### src/rtl/midi_sysex_pacing_buffer_defines.svh
// assertion macros for the midi sysex pacing buffer
// used by the top level, expects clk and rst_n in scope
`ifndef MIDI_SYSEX_PACING_BUFFER_DEFINES_SVH
`define MIDI_SYSEX_PACING_BUFFER_DEFINES_SVH

// same-cycle implication
`define MSP_ASSERT_NOW(lbl, ante, cons) \
    lbl: assert property (@(posedge clk) disable iff (!rst_n) (ante) |-> (cons)) \
        else $error("msp assertion failed");

// next-cycle implication
`define MSP_ASSERT_NEXT(lbl, ante, cons) \
    lbl: assert property (@(posedge clk) disable iff (!rst_n) (ante) |=> (cons)) \
        else $error("msp assertion failed");

`endif

### src/rtl/msp_pkg.sv
// shared types and constants of the midi sysex pacing buffer
// no dependencies
package msp_pkg;

    localparam int LEN_W  = 7;
    localparam int DLY_W  = 24;
    localparam int DPB_W  = 16;
    localparam int FRAC_W = 8;
    localparam int SC_W   = 16;

    localparam logic [1:0] CMD_HOST   = 2'd0;
    localparam logic [1:0] CMD_TICK   = 2'd1;
    localparam logic [1:0] CMD_DEVICE = 2'd2;

    localparam logic [1:0] KIND_RX   = 2'd0;
    localparam logic [1:0] KIND_HOST = 2'd1;
    localparam logic [1:0] KIND_DROP = 2'd2;

    localparam logic [7:0] SYSEX_START = 8'hF0;
    localparam logic [7:0] SYSEX_END   = 8'hF7;

    localparam logic [DPB_W-1:0] DELAY_RESET = 16'd2258;

    localparam logic ARITH_CMP = 1'b0;
    localparam logic ARITH_MUL = 1'b1;

    typedef struct packed {
        logic [1:0]      command;
        logic [7:0]      data_byte;
        logic [SC_W-1:0] sample_count;
    } in_beat_t;

    typedef struct packed {
        logic [1:0] out_kind;
        logic [7:0] out_byte;
        logic       last_of_run;
    } out_beat_t;

    typedef struct packed {
        logic             byte_we;
        logic             len_we;
        logic [7:0]       byte_data;
        logic [LEN_W-1:0] len_data;
    } st_wr_t;

endpackage

### src/rtl/msp_arith.sv
// shared arithmetic unit: compare with absolute difference, or length times rate
// depends on msp_pkg
module msp_arith (
    input  logic                     op,
    input  logic [msp_pkg::DLY_W-1:0] a,
    input  logic [msp_pkg::DLY_W-1:0] b,
    output logic [msp_pkg::DLY_W-1:0] res,
    output logic                     ge
);
    import msp_pkg::*;

    logic [DLY_W-1:0]       diff;
    logic [LEN_W+DPB_W-1:0] prod;

    assign ge   = (a >= b);
    assign diff = ge ? (a - b) : (b - a);
    assign prod = a[LEN_W-1:0] * b[DPB_W-1:0];

    always_comb
    begin
        case (op)
            ARITH_MUL: res = DLY_W'(prod[LEN_W+DPB_W-1:FRAC_W]);
            default:   res = diff;
        endcase
    end

endmodule

### src/rtl/msp_store.sv
// byte store and message length memories with registered reads
// depends on msp_pkg
module msp_store #(
    parameter int BYTE_DEPTH    = 64,
    parameter int MESSAGE_DEPTH = 32,
    localparam int BW = $clog2(BYTE_DEPTH),
    localparam int MW = $clog2(MESSAGE_DEPTH)
) (
    input  logic                      clk,
    input  msp_pkg::st_wr_t           wr,
    input  logic [BW-1:0]             byte_waddr,
    input  logic [MW-1:0]             len_waddr,
    input  logic [BW-1:0]             byte_raddr,
    input  logic [MW-1:0]             len_raddr,
    output logic [7:0]                byte_rdata,
    output logic [msp_pkg::LEN_W-1:0] len_rdata
);
    import msp_pkg::*;

    logic [7:0]       byte_mem [BYTE_DEPTH];
    logic [LEN_W-1:0] len_mem  [MESSAGE_DEPTH];

    always_ff @(posedge clk)
    begin
        if (wr.byte_we)
        begin
            byte_mem[byte_waddr] <= wr.byte_data;
        end
        byte_rdata <= byte_mem[byte_raddr];
    end

    always_ff @(posedge clk)
    begin
        if (wr.len_we)
        begin
            len_mem[len_waddr] <= wr.len_data;
        end
        len_rdata <= len_mem[len_raddr];
    end

endmodule

### src/rtl/msp_ctrl.sv
// sequencer: host byte collection, tick pacing and release, device byte pass-through
// depends on msp_pkg, msp_arith, msp_store
module msp_ctrl #(
    parameter int BYTE_DEPTH    = 64,
    parameter int MESSAGE_DEPTH = 32,
    localparam int CW = $clog2(BYTE_DEPTH + 1),
    localparam int QW = $clog2(MESSAGE_DEPTH + 1)
) (
    input  logic                      clk,
    input  logic                      rst_n,
    input  logic                      accept,
    input  msp_pkg::in_beat_t         req,
    input  logic [msp_pkg::DPB_W-1:0] delay_per_byte,
    output logic                      busy,
    output logic                      emit_valid,
    output msp_pkg::out_beat_t        emit_beat,
    input  logic                      emit_ready,
    output logic [CW-1:0]             stored_cnt,
    output logic [QW-1:0]             queued_cnt
);
    import msp_pkg::*;

    localparam int BW = $clog2(BYTE_DEPTH);
    localparam int MW = $clog2(MESSAGE_DEPTH);

    localparam logic [3:0] S_IDLE   = 4'd0;
    localparam logic [3:0] S_DECODE = 4'd1;
    localparam logic [3:0] S_EMIT   = 4'd2;
    localparam logic [3:0] S_TSUB   = 4'd3;
    localparam logic [3:0] S_TLEN   = 4'd4;
    localparam logic [3:0] S_TMUL   = 4'd5;
    localparam logic [3:0] S_TCMP   = 4'd6;
    localparam logic [3:0] S_TBYTE  = 4'd7;
    localparam logic [3:0] S_TOUT   = 4'd8;

    logic [3:0]       state_reg, state_next;
    logic [1:0]       cmd_reg;
    logic [7:0]       byte_reg;
    logic [SC_W-1:0]  rem_reg, rem_next;
    logic [DLY_W-1:0] dly_reg, dly_next;
    logic [DLY_W-1:0] dnew_reg, dnew_next;
    logic             end_reg, end_next;
    logic [LEN_W-1:0] len_reg, len_next;
    logic [LEN_W-1:0] cnt_reg, cnt_next;
    logic [BW-1:0]    shead_reg, shead_next;
    logic [BW-1:0]    tail_reg, tail_next;
    logic [MW-1:0]    lhead_reg, lhead_next;
    logic [CW-1:0]    stored_reg, stored_next;
    logic [QW-1:0]    queued_reg, queued_next;
    logic [CW-1:0]    clen_reg, clen_next;
    logic             coll_reg, coll_next;
    logic             disc_reg, disc_next;
    logic             dev_reg, dev_next;
    out_beat_t        emit_reg, emit_next;

    logic             ar_op;
    logic [DLY_W-1:0] ar_a, ar_b, ar_res;
    logic             ar_ge;

    st_wr_t           st_wr;
    logic [BW-1:0]    byte_waddr;
    logic [MW-1:0]    len_waddr;
    logic [7:0]       byte_rdata;
    logic [LEN_W-1:0] len_rdata;

    // host side address math
    logic             coll_now;
    logic [CW:0]      fill_sum;
    logic [BW:0]      idx_sum, idx_wrap;
    logic [BW:0]      tail_sum, tail_wrap;
    logic [MW:0]      slot_sum, slot_wrap;

    msp_arith u_arith (
        .op  (ar_op),
        .a   (ar_a),
        .b   (ar_b),
        .res (ar_res),
        .ge  (ar_ge)
    );

    msp_store #(
        .BYTE_DEPTH    (BYTE_DEPTH),
        .MESSAGE_DEPTH (MESSAGE_DEPTH)
    ) u_store (
        .clk        (clk),
        .wr         (st_wr),
        .byte_waddr (byte_waddr),
        .len_waddr  (len_waddr),
        .byte_raddr (shead_reg),
        .len_raddr  (lhead_reg),
        .byte_rdata (byte_rdata),
        .len_rdata  (len_rdata)
    );

    assign busy       = (state_reg != S_IDLE);
    assign stored_cnt = stored_reg;
    assign queued_cnt = queued_reg;

    assign coll_now  = coll_reg | (byte_reg == SYSEX_START);
    assign fill_sum  = {1'b0, stored_reg} + {1'b0, clen_reg};
    assign idx_sum   = {1'b0, tail_reg} + (BW+1)'(clen_reg);
    assign idx_wrap  = (idx_sum >= (BW+1)'(BYTE_DEPTH)) ? idx_sum - (BW+1)'(BYTE_DEPTH) : idx_sum;
    // new tail sits one past the end byte of the message
    assign tail_sum  = idx_wrap + (BW+1)'(1);
    assign tail_wrap = (tail_sum >= (BW+1)'(BYTE_DEPTH)) ?
                       tail_sum - (BW+1)'(BYTE_DEPTH) : tail_sum;
    assign slot_sum  = {1'b0, lhead_reg} + (MW+1)'(queued_reg);
    assign slot_wrap = (slot_sum >= (MW+1)'(MESSAGE_DEPTH)) ?
                       slot_sum - (MW+1)'(MESSAGE_DEPTH) : slot_sum;

    assign byte_waddr = idx_wrap[BW-1:0];
    assign len_waddr  = slot_wrap[MW-1:0];

    always_comb
    begin
        state_next  = state_reg;
        rem_next    = rem_reg;
        dly_next    = dly_reg;
        dnew_next   = dnew_reg;
        end_next    = end_reg;
        len_next    = len_reg;
        cnt_next    = cnt_reg;
        shead_next  = shead_reg;
        tail_next   = tail_reg;
        lhead_next  = lhead_reg;
        stored_next = stored_reg;
        queued_next = queued_reg;
        clen_next   = clen_reg;
        coll_next   = coll_reg;
        disc_next   = disc_reg;
        dev_next    = dev_reg;
        emit_next   = emit_reg;
        emit_valid  = 1'b0;
        emit_beat   = emit_reg;
        ar_op       = ARITH_CMP;
        ar_a        = DLY_W'(rem_reg);
        ar_b        = dly_reg;
        st_wr       = '{byte_we: 1'b0, len_we: 1'b0, byte_data: byte_reg,
                        len_data: LEN_W'(clen_next)};

        unique case (state_reg)
            S_IDLE:
            begin
                if (accept)
                begin
                    state_next = S_DECODE;
                end
            end
            S_DECODE:
            begin
                state_next = S_IDLE;
                case (cmd_reg)
                    CMD_HOST:
                    begin
                        coll_next = coll_now;
                        if (coll_now)
                        begin
                            if (!disc_reg)
                            begin
                                if (fill_sum >= (CW+1)'(BYTE_DEPTH))
                                begin
                                    disc_next  = 1'b1;
                                    clen_next  = '0;
                                    emit_next  = '{KIND_DROP, 8'h00, 1'b1};
                                    state_next = S_EMIT;
                                end
                                else
                                begin
                                    st_wr.byte_we = 1'b1;
                                    clen_next     = clen_reg + 1'b1;
                                end
                            end
                        end
                        else
                        begin
                            emit_next  = '{KIND_RX, byte_reg, 1'b1};
                            state_next = S_EMIT;
                        end
                        if (byte_reg == SYSEX_END)
                        begin
                            if (coll_now && !disc_next && clen_next != '0)
                            begin
                                if (queued_reg >= QW'(MESSAGE_DEPTH))
                                begin
                                    emit_next  = '{KIND_DROP, 8'h00, 1'b1};
                                    state_next = S_EMIT;
                                end
                                else
                                begin
                                    st_wr.len_we   = 1'b1;
                                    st_wr.len_data = LEN_W'(clen_next);
                                    queued_next    = queued_reg + 1'b1;
                                    stored_next    = stored_reg + clen_next;
                                    tail_next      = tail_wrap[BW-1:0];
                                end
                            end
                            coll_next = 1'b0;
                            disc_next = 1'b0;
                            clen_next = '0;
                        end
                    end
                    CMD_TICK:
                    begin
                        if (!dev_reg)
                        begin
                            state_next = S_TSUB;
                        end
                    end
                    CMD_DEVICE:
                    begin
                        if (byte_reg == SYSEX_START)
                        begin
                            dev_next = 1'b1;
                        end
                        else if (byte_reg == SYSEX_END)
                        begin
                            dev_next = 1'b0;
                        end
                        emit_next  = '{KIND_HOST, byte_reg, 1'b1};
                        state_next = S_EMIT;
                    end
                    default:
                    begin
                        state_next = S_IDLE;
                    end
                endcase
            end
            S_EMIT:
            begin
                emit_valid = 1'b1;
                if (emit_ready)
                begin
                    state_next = S_IDLE;
                end
            end
            // count the pacing delay down against the samples left
            S_TSUB:
            begin
                if (queued_reg == '0)
                begin
                    state_next = S_IDLE;
                end
                else if (ar_ge)
                begin
                    rem_next   = ar_res[SC_W-1:0];
                    dly_next   = '0;
                    state_next = S_TLEN;
                end
                else
                begin
                    dly_next   = ar_res;
                    rem_next   = '0;
                    state_next = S_IDLE;
                end
            end
            S_TLEN:
            begin
                len_next   = len_rdata;
                cnt_next   = len_rdata;
                state_next = S_TMUL;
            end
            S_TMUL:
            begin
                ar_op      = ARITH_MUL;
                ar_a       = DLY_W'(len_reg);
                ar_b       = DLY_W'(delay_per_byte);
                dnew_next  = ar_res;
                state_next = S_TCMP;
            end
            // the run ends after this message if it is the last or its delay outlasts the tick
            S_TCMP:
            begin
                ar_b       = dnew_reg;
                end_next   = (queued_reg == QW'(1)) || !ar_ge;
                state_next = S_TBYTE;
            end
            S_TBYTE:
            begin
                state_next = S_TOUT;
            end
            S_TOUT:
            begin
                emit_valid = 1'b1;
                emit_beat  = '{KIND_RX, byte_rdata, (cnt_reg == LEN_W'(1)) && end_reg};
                if (emit_ready)
                begin
                    shead_next = (shead_reg == BW'(BYTE_DEPTH - 1)) ? '0 : shead_reg + 1'b1;
                    if (cnt_reg == LEN_W'(1))
                    begin
                        dly_next    = dnew_reg;
                        lhead_next  = (lhead_reg == MW'(MESSAGE_DEPTH - 1)) ?
                                      '0 : lhead_reg + 1'b1;
                        queued_next = queued_reg - 1'b1;
                        stored_next = stored_reg - CW'(len_reg);
                        state_next  = S_TSUB;
                    end
                    else
                    begin
                        cnt_next   = cnt_reg - 1'b1;
                        state_next = S_TBYTE;
                    end
                end
            end
            default:
            begin
                state_next = S_IDLE;
            end
        endcase
    end

    always_ff @(posedge clk or negedge rst_n)
    begin
        if (!rst_n)
        begin
            state_reg  <= S_IDLE;
            dly_reg    <= '0;
            shead_reg  <= '0;
            tail_reg   <= '0;
            lhead_reg  <= '0;
            stored_reg <= '0;
            queued_reg <= '0;
            clen_reg   <= '0;
            coll_reg   <= 1'b0;
            disc_reg   <= 1'b0;
            dev_reg    <= 1'b0;
            cnt_reg    <= '0;
        end
        else
        begin
            state_reg  <= state_next;
            dly_reg    <= dly_next;
            shead_reg  <= shead_next;
            tail_reg   <= tail_next;
            lhead_reg  <= lhead_next;
            stored_reg <= stored_next;
            queued_reg <= queued_next;
            clen_reg   <= clen_next;
            coll_reg   <= coll_next;
            disc_reg   <= disc_next;
            dev_reg    <= dev_next;
            cnt_reg    <= cnt_next;
        end
    end

    // payload, no reset
    always_ff @(posedge clk)
    begin
        if (accept)
        begin
            cmd_reg  <= req.command;
            byte_reg <= req.data_byte;
            rem_reg  <= req.sample_count;
        end
        else
        begin
            rem_reg <= rem_next;
        end
        dnew_reg <= dnew_next;
        end_reg  <= end_next;
        len_reg  <= len_next;
        emit_reg <= emit_next;
    end

endmodule

### src/rtl/midi_sysex_pacing_buffer.sv
// midi sysex pacing buffer: routes host midi bytes, queues sysex and paces its release
// depends on msp_pkg, msp_ctrl and midi_sysex_pacing_buffer_defines.svh
//
// request channel (req_valid, req_stall, req_beat) carries one command per beat:
// a host midi byte, a sample tick, or a device transmit byte. result channel
// (rsp_valid, rsp_stall, rsp_beat) returns bytes to the receiver, bytes to the
// host and drop notices; last_of_run marks the final result of a request.
// a request is taken only while the sequencer is idle. a host or device byte
// is decoded, then emits its result if it has one. a tick releases nothing while
// the device sends sysex; else each released message steps through a subtract, a
// length read, a multiply and a compare, and each released byte through a store
// read and an output, paced by the byte store read port and the shared compare and
// multiply unit. a result appears in the output register the cycle after it is produced,
// and the sequencer waits while that register is full and rsp_stall is high, so nothing is lost.
// cfg_we writes delay_per_byte; write it only while idle.
// reset clears pointers, counters, flags and the pacing delay and loads the
// default delay_per_byte; the stores need no clearing pass.
`include "midi_sysex_pacing_buffer_defines.svh"

module midi_sysex_pacing_buffer #(
    parameter int BYTE_DEPTH    = 64,
    parameter int MESSAGE_DEPTH = 32
) (
    input  logic                      clk,
    input  logic                      rst_n,
    input  logic                      req_valid,
    output logic                      req_stall,
    input  msp_pkg::in_beat_t         req_beat,
    output logic                      rsp_valid,
    input  logic                      rsp_stall,
    output msp_pkg::out_beat_t        rsp_beat,
    input  logic                      cfg_we,
    input  logic [msp_pkg::DPB_W-1:0] cfg_wdata
);
    import msp_pkg::*;

    localparam int CW = $clog2(BYTE_DEPTH + 1);
    localparam int QW = $clog2(MESSAGE_DEPTH + 1);

    logic             busy;
    logic             accept;
    logic             emit_valid;
    logic             emit_ready;
    out_beat_t        emit_beat;
    logic [DPB_W-1:0] dpb_reg;
    logic             rsp_valid_reg;
    out_beat_t        rsp_beat_reg;
    logic [CW-1:0]    stored_cnt;
    logic [QW-1:0]    queued_cnt;

    assign req_stall  = busy;
    assign accept     = req_valid && !busy;
    assign emit_ready = !rsp_valid_reg || !rsp_stall;
    assign rsp_valid  = rsp_valid_reg;
    assign rsp_beat   = rsp_beat_reg;

    msp_ctrl #(
        .BYTE_DEPTH    (BYTE_DEPTH),
        .MESSAGE_DEPTH (MESSAGE_DEPTH)
    ) u_ctrl (
        .clk            (clk),
        .rst_n          (rst_n),
        .accept         (accept),
        .req            (req_beat),
        .delay_per_byte (dpb_reg),
        .busy           (busy),
        .emit_valid     (emit_valid),
        .emit_beat      (emit_beat),
        .emit_ready     (emit_ready),
        .stored_cnt     (stored_cnt),
        .queued_cnt     (queued_cnt)
    );

    always_ff @(posedge clk or negedge rst_n)
    begin
        if (!rst_n)
        begin
            dpb_reg <= DELAY_RESET;
        end
        else if (cfg_we)
        begin
            dpb_reg <= cfg_wdata;
        end
    end

    // output register between sequencer and receiver
    always_ff @(posedge clk or negedge rst_n)
    begin
        if (!rst_n)
        begin
            rsp_valid_reg <= 1'b0;
        end
        else if (emit_valid && emit_ready)
        begin
            rsp_valid_reg <= 1'b1;
        end
        else if (!rsp_stall)
        begin
            rsp_valid_reg <= 1'b0;
        end
    end

    always_ff @(posedge clk)
    begin
        if (emit_valid && emit_ready)
        begin
            rsp_beat_reg <= emit_beat;
        end
    end

    `MSP_ASSERT_NEXT(a_accept_busy, accept, req_stall)
    `MSP_ASSERT_NOW(a_stored_bound, 1'b1, stored_cnt <= CW'(BYTE_DEPTH))
    `MSP_ASSERT_NOW(a_queued_bound, 1'b1, queued_cnt <= QW'(MESSAGE_DEPTH))
    `MSP_ASSERT_NOW(a_empty_queue, queued_cnt == '0, stored_cnt == '0)

endmodule
### config.mk
export PLATFORM = sky130hd
export DESIGN_NAME = midi_sysex_pacing_buffer
export DESIGN_NICKNAME = d
export VERILOG_FILES = /design/src/rtl/msp_pkg.sv /design/src/rtl/msp_arith.sv /design/src/rtl/msp_store.sv /design/src/rtl/msp_ctrl.sv /design/src/rtl/midi_sysex_pacing_buffer.sv
export VERILOG_INCLUDE_DIRS = /design/src /design/src/rtl
export SDC_FILE = /design/constraint.sdc
export NUM_CORES = 2
export LEC_CHECK = 0
export BUFFER_PORTS_ARGS = -buffer_cell sky130_fd_sc_hd__buf_4
export CAP_MARGIN = 20
export CORE_ASPECT_RATIO = 0.8
export CORE_UTILIZATION = 30
export DETAILED_ROUTE_END_ITERATION = 7
export PLACE_DENSITY = 0.52
export RECOVER_POWER = 100
export SLEW_MARGIN = 20
export SYNTH_ARGS = -nofsm -noshare
export SYNTH_HDL_FRONTEND = slang
export SYNTH_SLANG_ARGS = --single-unit
### constraint.sdc
create_clock -name clk -period 10.3 [get_ports clk]
set_clock_uncertainty 0.2 [all_clocks]
set_input_delay 0 -clock clk [delete_from_list [all_inputs] [get_ports clk]]
set_output_delay 0 -clock clk [all_outputs]
set_load 0.01 [all_outputs]
* Word level (Yosys, flattened, before mapping)
Memories as Yosys holds them, arrays and structs flattened. A register that Yosys moved wholly into a read port is not among the register bits. Index checks and enable logic that the tools add are counted.
Word-level totals: output and inout port bits 13, bits in writable memories 736, input port bits 47, register bits 172, memories 2, word-level logic and storage cells 211, bits in latches 0, memory bits (read-only) 0
Memory list:
- u_ctrl.u_store.byte_mem | words 64, width 8, rd ports 1, clocked after memory_dff 1, wr ports 1, RTL line msp_store.sv:20 | logic [7:0] byte_mem [BYTE_DEPTH];
- u_ctrl.u_store.len_mem | words 32, width 7, rd ports 1, clocked after memory_dff 1, wr ports 1, RTL line msp_store.sv:21 | logic [LEN_W-1:0] len_mem [MESSAGE_DEPTH];
Operators by class: muxes and demuxes 94, eq/ne operators 28, $mul 1, divide/modulo/power cells 0, reductions and logical operators 35, magnitude comparators 6, bitwise operators 2, shift-type cells 0, $add $sub $neg 17
Operators by type and width (number):
- two-way mux 24 bit | 6
- two-way mux 7 bit | 20
- case mux 24 bit (2 select lines) | 2
- two-way mux 16 bit | 5
- two-way mux 11 bit | 6
- two-way mux 6 bit | 8
- subtractor 24 bit | 2
- two-way mux 4 bit | 9
- case mux 4 bit (9 select lines) | 1
- case mux 7 bit (2 select lines) | 2
- >= comparator 16 x 24 -> 1 bit | 1
- multiplier 7 x 16 -> 23 bit | 1
- two-way mux 1 bit | 23
- case mux 11 bit (2 select lines) | 1
- equality test 4 x 3 -> 1 bit (second input constant) | 4
- equality test 8 bit (second input constant) | 2
- inequality test 2 bit (second input constant) | 8
- adder 7 x 1 -> 7 bit (second input constant) | 2
- >= comparator 7 bit (second input constant) | 2
- adder 6 x 1 -> 6 bit (second input constant) | 2
- >= comparator 6 bit (second input constant) | 2
- case mux 4 bit (3 select lines) | 1
- case mux 6 bit (2 select lines) | 1
- AND reduction 3 bit | 4
- 41 further kinds | 68

* Longest topological paths before layout
depth after elaboration 16, depth in mapped cells 29, mapped depth without buffers 26

* Modules after synthesis
From an unflattened synthesis, not the netlist that was laid out.
Second synthesis, totals: cell total of the unflattened synthesis 3073, area total of the unflattened synthesis 44393.8 µm²
Modules (own cells, without submodules):
- msp_store | cells each 1289, instances 1, sequential area each 22401.5 µm², area each 28847.7 µm²
- msp_ctrl | cells each 947, instances 1, sequential area each 3948.8 µm², area each 8569.5 µm²
- msp_arith | cells each 787, instances 1, sequential area each 0.0 µm², area each 5940.7 µm²
- midi_sysex_pacing_buffer | cells each 50, instances 1, sequential area each 762.0 µm², area each 1036.0 µm²

* Worst setup path after synthesis
OpenSTA, ideal clock, no wires.
kind register to register, start register u_ctrl.state_reg[0], end register u_ctrl.rem_reg[10], data pin, stages on the path, launching flop included 30, arrival time 6043 ps, required time 9836 ps, path buffers 3, setup slack 3793 ps, period minus slack after synthesis 6507 ps, library setup time 264 ps, path through dfrtp_1 -> clkbuf_1 -> clkbuf_1 -> inv_1 -> clkbuf_1 -> or3_1 -> o21ai_0 -> o21ai_0 -> o21ai_1 -> inv_1 -> ha_1 -> fa_1 -> inv_1 -> fa_1 -> inv_1 -> fa_1 -> inv_1 -> fa_1 -> inv_1 -> ha_1 -> a21o_1 -> a21oi_1 -> and3b_1 -> o21ai_1 -> nand3_1 -> a21o_1 -> a21boi_0 -> or3_1 -> a31oi_1 -> o21ai_0
Between the ends: word-level cells in the longest chain between the ends 9, elaborated cells on any way between the ends 18, those cells by class add/sub: 2; mul: 1; order compare: 1; eq/ne: 2; mux: 9; reduce/logical: 3
RTL lines:
- from (decl) | RTL line msp_ctrl.sv:36 | logic [3:0] state_reg, state_next;
- from (signal assigned) | RTL line msp_ctrl.sv:330 | state_reg <= state_next;
- branches (longest 8 deep; another with multiplier 7 x 16 -> 23 bit)
- two-way mux 16 bit (*) | RTL line msp_ctrl.sv:348 | if (accept)
- to (signal assigned) | RTL line msp_ctrl.sv:352 | rem_reg <= req.sample_count;
- to (signal assigned) | RTL line msp_ctrl.sv:356 | rem_reg <= rem_next;
- to (decl) | RTL line msp_ctrl.sv:39 | logic [SC_W-1:0] rem_reg, rem_next;
Every way passes the cells marked *. The select of a mux whose other input is x is not followed. A chain may end at the register's enable or synchronous reset.

* Worst setup path after layout
start register u_ctrl.state_reg[3], end register u_ctrl.dly_reg[21]
Between the ends: word-level cells in the longest chain between the ends 8, elaborated cells on any way between the ends 20, those cells by class add/sub: 2; order compare: 1; eq/ne: 7; mux: 8; reduce/logical: 2
RTL lines:
- equality test 4 x 3 -> 1 bit | RTL line msp_ctrl.sv:141 | unique case (state_reg)
- case mux 24 bit (2 select lines) or two-way mux 16 bit (tied branches) | RTL line msp_ctrl.sv:141
- subtractor 24 bit or >= comparator 16 x 24 -> 1 bit (tied branches) | RTL line msp_arith.sv:16, msp_arith.sv:15
- two-way mux 24 bit | RTL line msp_arith.sv:16 | assign diff = ge ? (a - b) : (b - a);
- two-way mux 24 bit | RTL line msp_arith.sv:21 | case (op)
- two-way mux 24 bit | RTL line msp_ctrl.sv:243 | else if (ar_ge)
- two-way mux 24 bit | RTL line msp_ctrl.sv:239 | if (queued_reg == '0)
- case mux 24 bit (2 select lines) | RTL line msp_ctrl.sv:141
- to (signal assigned) | RTL line msp_ctrl.sv:331 | dly_reg <= dly_next;
- to (decl) | RTL line msp_ctrl.sv:40 | logic [DLY_W-1:0] dly_reg, dly_next;
Several ways; a longest one is shown, not always the timed one. The select of a mux whose other input is x is not followed.

==> reports/qor.yml <==
rsz0062_at_grt: "false"
die_area_mm2: 0.147
hold_path_depth: 4
timing.fmax_mhz: 112
rr_worst_depth: 21
overflow: 0
die_w_um: 428
route.detailed.drc: 0
worstSetupEndpointType: "flip-flop"
ff2ff_setup_slack_ns: 1.41
synth_area_leaders: "edfxtp_1 56%, mux4_2 12%, dfrtp_1 5.0%, fa_1 3.4%, ha_1 3.2%"
synth_ff_type: "edfxtp_1"
netlist_area_mm2: 0.0435
layout_common_cells: "816 x edfxtp_1, 286 x nor2_1, 238 x mux4_2"
hold_path_startpoint: "rsp_stall"
stdcell_count: 5017
grt_util_met3: 0.0221
relSlewSlack: -2.00
min_to: "rsp_valid"
cts_max_path_buffers: 3
synth-seq-cells: 923
seq_area_frac_synth: 0.623
run_status: "complete, but fails checks"
clock_latency_ns: 0.68
drtIter0Drc: 2335
fin_crit_ns: 8.89
setup_viol: 0
required_ns: 10.70
final_common_cell: "edfxtp_1"
vdd_drop_max_uv: 187
met1_usage: 0.235
drive_gt1_frac: 0.159
routedWlPerCell_um: 22.9
regMostFlops: "u_ctrl.u_store.byte_mem"
hold_class: "primary input to flip-flop"
crit_arrival_ns: 9.30
max_cap_viol_count: 17
grt_max_degree: 113
cts_buffers: 99
placed_cells: 4739
postPlaceCellArea_mm2: 0.0462
violations: "capacitance limit, slew limit"
portBuffers: 59
path_class: "flip-flop to flip-flop"
grt_pass1_wl_um: 172000
synth_fp_nets: 3117
initial_core_util: 0.303
fp.dieH_um: 343
io_pins: 60
r2r-start: "u_ctrl.state_reg[3]"
tightestPinTransition_ns: 4.50
crit_chain: "nand4bb_2, buf_4, inv_1, clkbuf_1, nand2_1, nand2_1, inv_1, ha_1, inv_1, fa_1, nor2b_1, o21ai_0, a31o_2, a211oi_1, o21ai_0, buf_4, or3_1, o22ai_1, nand2_2, or4_1, nand3_1"
synth_edf_count: 816
clk_pin_slew_ns: 0.06
hold_violations: 0
setup.worst_path.start_class: "flip-flop"
rows: 124
gr-max-usage-layer: "met2"
cp_slowest_cell: "inv_1"
period_share: 0.863
drtPass1Iterations: 5
synthDistinctLibCells: 91
top_regs: "u_ctrl.u_store.byte_mem x512, u_ctrl.u_store.len_mem x224"
htreeDepth: 3
gp_congestion: 0.868
clock_sinks: 923
largest_register_ff_count: 512
final_max_slew_viol_count: 941
grt_pass1_vias: 25200
routed_wirelength_um: 115000
grt_usage: 0.157
grt_util_met2: 0.240
cp_common_cell: "inv_1"
vias: 25200
antenna_cells: 0
synth_area_leader_cell: "edfxtp_1"
yosysWarningCount: 0
synth_top_area_share: 0.563
cts-root-buf: "clkbuf_16"
critical_path.reg2reg.endpoint: "u_ctrl.dly_reg[21]"
p_per_area_mw_per_mm2: 240
synthArstFlopShare: 0.0997
tns_ns: 0
syn_inst: 2886
slowest_delay_ns: 1.08
p_leak_uw: 0.0168
syn_avg_cell_area_um2: 15.1
antenna_found_initial: 2
nets: 3280
cts_tree: "done"
core-area_mm2: 0.143
hpwl_um: 73800
cts_resized: 0
viasPerCell: 5.03
area_delta_synth_final_pct: 15.0
antenna_left: 0
fin_area_mm2: 0.0500
path_max_fanout: 40
## report_power, final
| part | internal [uW] | switching, uW |
|---|---|---|
| sequential | 4340 | 80.7 |
| combinational | 1480 | 2680 |
| clock | 1970 | 1480 |
| total | 7790 | 4240 |
## synth_stat cells, types with 21 or more instances
| cell type | n |
|---|---|
| nor2_1 | 285 |
| mux2_2 | 32 |
| xor2_1 | 26 |
| nand3_1 | 30 |
| mux4_2 | 238 |
| a21o_1 | 31 |
| nand4_1 | 21 |
| edfxtp_1 | 816 |
| o21ai_0 | 111 |
| dfrtp_1 | 87 |
| clkbuf_1 | 97 |
| inv_1 | 150 |
| buf_1 | 32 |
| nor3_1 | 22 |
| or3_1 | 31 |
| nand2_1 | 220 |
| ha_1 | 110 |
| a21oi_1 | 105 |
| fa_1 | 74 |
| xnor2_1 | 41 |
## critical path, delay by kind of cell, from the launching register on
family,cells,cell delay [ns]
flip-flops,1,0.68
AO/OA/AOI/OAI,5,2.01
buffers and inverters,6,3.04
adder cells (fa/ha/maj),2,0.44
AND/OR/NAND/NOR,8,2.43
## what timing repair did
| item | CTS | global route |
|---|---|---|
| buffers inserted | 0 | 0 |
| endpoints found under the hold margin | 156 | 0 |
| hold buffers | 99 | 0 |
## stage by stage
step / hold slack (ns) / setup WS, ns / power [uW] / util
after floorplan: -0.496 / 3.79 / 7260 / -
after global placement: -0.159 / 2.47 / 8570 / 0.322
after detailed placement: -0.159 / 2.30 / 8570 / 0.322
after CTS: 0.0157 / 2.30 / 12100 / 0.351
after global routing: 0.0452 / 0.862 / 12800 / 0.349
final: 0.0604 / 1.41 / 12000 / 0.349
## area by class of cell
class                   instances  area, um^2
well taps                    1890        2360
inverters                     152         571
multi-input cells            1671       15200
repair buffers                202        1630
clock inverters                53         490
flip-flops and latches        923       27100
fillers                     13800       93300
clock buffers                 126        2620
## metal layers
metal  routed length, um  vias up
li1                    -    11300
met1               54200    13100
met2               52300      690
met3                6130      131
met4                2160        0
met5                   0        -
## how the worst max path moves through the flow
stage	to	from	slack (ns)
2_1_floorplan	u_ctrl.rem_reg[10]	u_ctrl.state_reg[0]	3.79
3_3_place_gp	u_ctrl.rem_reg[10]	u_ctrl.state_reg[0]	2.47
5_1_grt	u_ctrl.dly_reg[21]	u_ctrl.state_reg[3]	0.86
4_1_cts	u_ctrl.rem_reg[10]	u_ctrl.state_reg[3]	2.30
6_report	u_ctrl.dly_reg[21]	u_ctrl.state_reg[3]	1.41
3_5_place_dp	u_ctrl.rem_reg[11]	u_ctrl.state_reg[3]	2.30
## kinds of logic after synthesis
family,count (synthesis),synth area share
AND/OR/NAND/NOR,721,0.0751
flip-flops,923,0.623
buffers and inverters,292,0.0257
AO/OA/AOI/OAI,408,0.0602
multiplexers,291,0.136
adder cells (fa/ha/maj),184,0.0657
XOR/XNOR,67,0.0135
(Power assumes the default switching activity.)
